`src/sv/mbe_pkg.sv`:
```
// ----------------------------------------------------------------------------
// mbe_pkg
// Shared types, widths and constants of the escape-time block.
// ----------------------------------------------------------------------------
package mbe_pkg;

    localparam int FRACTION_BITS     = 28;
    localparam int MAX_DIMENSION_DEF = 4096;

    localparam int COORD_W = FRACTION_BITS + 4;   // signed Q4.F
    localparam int PROD_W  = 2 * COORD_W;

    localparam int POS_W      = 12;
    localparam int DIM_W      = 13;
    localparam int COUNT_W    = 16;
    localparam int CFG_IDX_W  = 2;
    localparam int CFG_DATA_W = 16;

    localparam int IN_TDATA_W  = 24;
    localparam int OUT_TDATA_W = 16;

    localparam logic [DIM_W-1:0]   WIDTH_RST  = DIM_W'(800);
    localparam logic [DIM_W-1:0]   HEIGHT_RST = DIM_W'(800);
    localparam logic [COUNT_W-1:0] LIMIT_RST  = COUNT_W'(1000);

    typedef enum logic [CFG_IDX_W-1:0] {
        CFG_WIDTH  = 2'd0,
        CFG_HEIGHT = 2'd1,
        CFG_LIMIT  = 2'd2
    } t_cfg_index;

    typedef enum logic [2:0] {
        ST_IDLE,
        ST_DIV_RE,
        ST_DIV_IM,
        ST_MUL,
        ST_ADD,
        ST_DONE
    } t_state;

    typedef struct packed {
        logic load;     // clear z
        logic mul_en;   // register the three products
        logic upd_en;   // write back the new z
    } t_core_ctrl;

    // zero acts as one, anything above the maximum acts as the maximum
    function automatic logic [DIM_W-1:0] f_dim(input logic [DIM_W-1:0] cfg_v,
                                               input int max_dim);
        logic [DIM_W-1:0] res;
        if (cfg_v == '0) begin
            res = DIM_W'(1);
        end else if (int'(cfg_v) > max_dim) begin
            res = DIM_W'(max_dim);
        end else begin
            res = cfg_v;
        end
        return res;
    endfunction

endpackage

```
`src/sv/mbe_coord_div.sv`:
```
// ----------------------------------------------------------------------------
// mbe_coord_div
// Bit-serial restoring divider: coord = floor(4*pos*2^F/dim) - 2*2^F.
// ----------------------------------------------------------------------------
module mbe_coord_div (
    input  logic                                i_clk,
    input  logic                                i_rst_n,
    input  logic                                i_start,
    input  logic [mbe_pkg::POS_W-1:0]           i_pos,
    input  logic [mbe_pkg::DIM_W-1:0]           i_dim,
    output logic                                o_done,
    output logic signed [mbe_pkg::COORD_W-1:0]  o_coord
);
    import mbe_pkg::*;

    localparam int NUM_W = POS_W + 2 + FRACTION_BITS;
    localparam int QUO_W = FRACTION_BITS + 2;
    localparam int CNT_W = $clog2(NUM_W + 1);
    localparam logic [COORD_W-1:0] TWO_FX = COORD_W'(64'd2 << FRACTION_BITS);

    logic                 r_busy;
    logic                 r_done;
    logic [CNT_W-1:0]     r_cnt;
    logic [NUM_W-1:0]     r_num;
    logic [DIM_W-1:0]     r_rem;
    logic [DIM_W-1:0]     r_dim;
    logic [QUO_W-1:0]     r_quo;

    logic [POS_W-1:0]     w_pos;
    logic [DIM_W:0]       w_trial;
    logic [DIM_W:0]       w_sub;
    logic                 w_fits;

    always_comb begin
        // pixel beyond the image is held at the last column or row
        if ({1'b0, i_pos} >= i_dim) begin
            w_pos = POS_W'(i_dim - DIM_W'(1));
        end else begin
            w_pos = i_pos;
        end
        w_trial = {r_rem, r_num[NUM_W-1]};
        w_sub   = w_trial - {1'b0, r_dim};
        w_fits  = (w_trial >= {1'b0, r_dim});
    end

    always_ff @(posedge i_clk) begin
        if (!i_rst_n) begin
            r_busy <= 1'b0;
            r_done <= 1'b0;
            r_cnt  <= '0;
        end else begin
            r_done <= 1'b0;
            if (i_start) begin
                r_busy <= 1'b1;
                r_cnt  <= '0;
            end else if (r_busy) begin
                r_cnt <= r_cnt + CNT_W'(1);
                if (r_cnt == CNT_W'(NUM_W - 1)) begin
                    r_busy <= 1'b0;
                    r_done <= 1'b1;
                end
            end
        end
    end

    always_ff @(posedge i_clk) begin
        if (i_start) begin
            r_num <= {w_pos, (QUO_W)'(0)};
            r_rem <= '0;
            r_quo <= '0;
            r_dim <= i_dim;
        end else if (r_busy) begin
            r_num <= r_num << 1;
            r_rem <= w_fits ? w_sub[DIM_W-1:0] : w_trial[DIM_W-1:0];
            r_quo <= {r_quo[QUO_W-2:0], w_fits};
        end
    end

    assign o_done  = r_done;
    assign o_coord = $signed({2'b00, r_quo} - TWO_FX);

endmodule

```
`config.mk`:
```
export PLATFORM = sky130hd
export DESIGN_NAME = mbe_coord_div
export DESIGN_NICKNAME = d
export VERILOG_FILES = /design/src/sv/mbe_pkg.sv /design/src/sv/mbe_coord_div.sv
export SDC_FILE = /design/constraint.sdc
export NUM_CORES = 1
export LEC_CHECK = 0
export BUFFER_PORTS_ARGS = -buffer_cell sky130_fd_sc_hd__buf_2
export CAP_MARGIN = 10
export CORE_MARGIN = 3
export CORE_UTILIZATION = 28
export CTS_BUF_LIST = sky130_fd_sc_hd__clkbuf_8
export CTS_CLUSTER_SIZE = 30
export DETAILED_ROUTE_END_ITERATION = 10
export PLACE_DENSITY = 0.53
export SLEW_MARGIN = 5
export SYNTH_ARGS = -nofsm -noshare
export SYNTH_HDL_FRONTEND = slang
export SYNTH_SLANG_ARGS = --single-unit
```
`constraint.sdc`:
```
create_clock -name i_clk -period 3.4 [get_ports i_clk]
set_clock_uncertainty 0.1 [all_clocks]
set_input_delay 0.68 -clock i_clk [delete_from_list [all_inputs] [get_ports i_clk]]
set_output_delay 0.68 -clock i_clk [all_outputs]
set_load 0.01 [all_outputs]
```
==> qor.yml <==
place_congestion: 0.822
hold_violations: 0
ir_drop_mv: 0.245
grt_overflow: 0
cts_buffers: 9
highest_layer: "met4"
clkLatencyLatePin_ns: 0.35
tritoncts: "built"
rows: 45
synth_cell_types: 54
io_pins: 61
synth_top_area_share: 0.228
synth-seq-area-share: 0.396
ys_async_sr_fraction: 0
syn_nets: 530
dr.pass1.iters: 4
p_per_area_nw_per_um2: 469
layout_common_cells: "buf_2, nor2_1, dfxtp_1, mux2i_1, inv_1"
yosysWarnings: 0
ctsResizeCount: 0
fp.coreArea_sq_um: 15400
leakage_nw: 2.19
synth_area_per_cell_sq_um: 9.46
dp.final_hpwl_mm: 7.29
antenna_found_initial: 0
io_buffers: 60
nFillCells: 1643
min_path_cells: 2
final_max_slew_viol_count: 0
ff2ff_path_depth: 11
grt_usage: 0.118
clkTransAtPathRegs_ns: 0.08
hold_path_end: "o_done"
ctsHtreeMaxLevel: 3
viasPerCell: 4.65
ys.flop_type: "dfxtp_1"
drt_wl_total_mm: 9.88
arrival_ns: 3.00
nets: 553
rr_endpoint: "r_rem[8]"
start_util: 0.290
grt_pass1_vias: 3353
syn-instance-count: 473
r2r_start: "r_num[41]"
drt_iter0_drc: 154
dr_wl_met2_mm: 4.58
yosys-top-cells-area: "dfxtp_1, edfxtp_1, mux2i_1"
tns_ns: 0
dieWidth_microns: 132
criticalPathCategory: "flip-flop to flip-flop"
finalCriticalPeriod_ns: 2.87
antennaDiodeCount: 0
netlist_area_sq_um: 4480
drive_gt1_frac: 0.192
synth_edf_count: 25
grt_start_max_net_pins: 74
cts.path.max_buffers: 2
rrSetupSlack_ns: 0.53
cp.required_ns: 3.53
synth_top_area_cell: "dfxtp_1"
die_h_microns: 132
setup-violations-final: 0
cp-start-kind: "flip-flop"
rsz0062_at_grt: "no"
cp_max_fo: 11
status: "finished, final reports clean"
hold_class: "flip-flop to flip-flop"
hold_buffers: 0
route.met3.wl_microns: 464
postRouteAntennaNets: 0
via_count: 3311
wl_per_cell_microns: 13.9
postCtsSetupBuffers: 0
hold_ws_ns: 0.388
grt_pass1_wl_mm: 17.0
hp-start: "r_cnt[5]"
wl_met1_mm: 4.71
layout_commonest_cell: "buf_2"
timing.final.crit_share: 0.845
fp.dieArea_sq_um: 17500
drc: 0
timing.slew.headroom: 0.600
drv_cap: 0
cts_root_buf: "clkbuf_8"
synthToLayoutAreaGrowth_pct: 11.8
tightestPinTransition_ns: 0.595
numClockSinks: 76
fmax_mhz: 348
worst_setup_path_end_kind: "flip-flop"
ys_ff_latch: 76
metal layers:
metal | up-vias | global-route usage
li1 | 1681 | -
met1 | 1554 | 0.155
met2 | 65 | 0.188
met3 | 11 | 0.0331
met4 | 0 | 0.0358
met5 | - | 0
worst max-delay path, stage by stage, from the launching register on:
cell and delay, ns:
edfxtp_1 0.39, inv_1 0.07, ha_1 0.17, inv_1 0.06, fa_1 0.41, a21o_1 0.23, a221oi_4 0.29, o21ai_2 0.14
a21oi_4 0.39, buf_4 0.22, mux2i_1 0.19, a211oi_1 0.08
registers in the layout (all words and copies together) (netlist names):
| signal | flops |
|---|---|
| r_rem | 13 |
| o_done | 1 |
| r_quo | 30 |
| r_dim | 13 |
| r_num | 12 |
| r_cnt | 6 |
| r_busy | 1 |
layout make-up:
cell class                 instances  area [sq um]  area share
multi-input combinational        309          2240       0.448
sequential                        76          1770       0.354
timing repair buffer              66           358      0.0715
tap                              211           264      0.0527
inverter                          34           128      0.0255
clock buffer                       9           124      0.0248
clock inverter                     7           116      0.0233
cell usage after synthesis, drive strengths merged (2+ instances only):
cell type and number:
mux2i 42, nand4 5, o311ai 11, o21ai 6
nand2 27, a211o 2, inv 34, or3 2
nor3 3, edfxtp 25, buf 39, or4 2
o221ai 2, and4b 2, xor2 5, a211oi 14
clkbuf 15, a311oi 2, o211ai 2, xnor2 16
ha 28, o21a 2, a21o 8, nor4 5
a21oi 19, and3 3, dfxtp 51, nand3 19
o21bai 2, nor2b 2, nand2b 9, or2 3
nor2 55
report_power, final:
| part | internal, mW | switching [mW] |
|---|---|---|
| Combinational | 0.210 | 0.280 |
| Sequential | 0.994 | 0.0297 |
| Clock | 0.486 | 0.348 |
worst max path at each step:
| stage | startpoint | endpoint | slack [ns] | depth (start not counted) |
|---|---|---|---|---|
| floorplan | i_dim[4] | r_num[41] | 0.74 | 8 |
| global placement | i_dim[4] | r_num[30] | 0.46 | 10 |
| detailed placement | i_dim[4] | r_num[30] | 0.47 | 10 |
| CTS | r_num[41] | r_rem[8] | 0.52 | 11 |
| global route | r_num[41] | r_rem[7] | 0.32 | 11 |
| finish | r_num[41] | r_rem[8] | 0.53 | 11 |
kinds of logic (layout without fill, tap and decap cells):
| group | after synthesis | in the layout | synth area share |
|---|---|---|---|
| and+or+nand+nor | 140 | 140 | 0.149 |
| buffers and inverters | 88 | 116 | 0.103 |
| AOI/OAI and AO/OA | 77 | 77 | 0.134 |
| DFF | 76 | 76 | 0.396 |
| muxes | 42 | 42 | 0.0939 |
| adders and majority gates | 29 | 29 | 0.0827 |
| xor gates and xnor gates | 21 | 21 | 0.0411 |
through the flow:
stage	setup WS (ns)	utilization	power (mW)	instances	instance area, sq um
2_1_floorplan	0.736	-	1.41	473	4480
3_3_place_gp	0.464	0.309	1.52	696	4760
3_5_place_dp	0.468	0.309	1.53	696	4760
4_1_cts	0.518	0.324	2.38	712	5000
5_1_grt	0.323	0.324	2.49	712	5000
6_report	0.526	0.324	2.35	712	5000
Note: power is estimated with default switching activity, not from simulation.
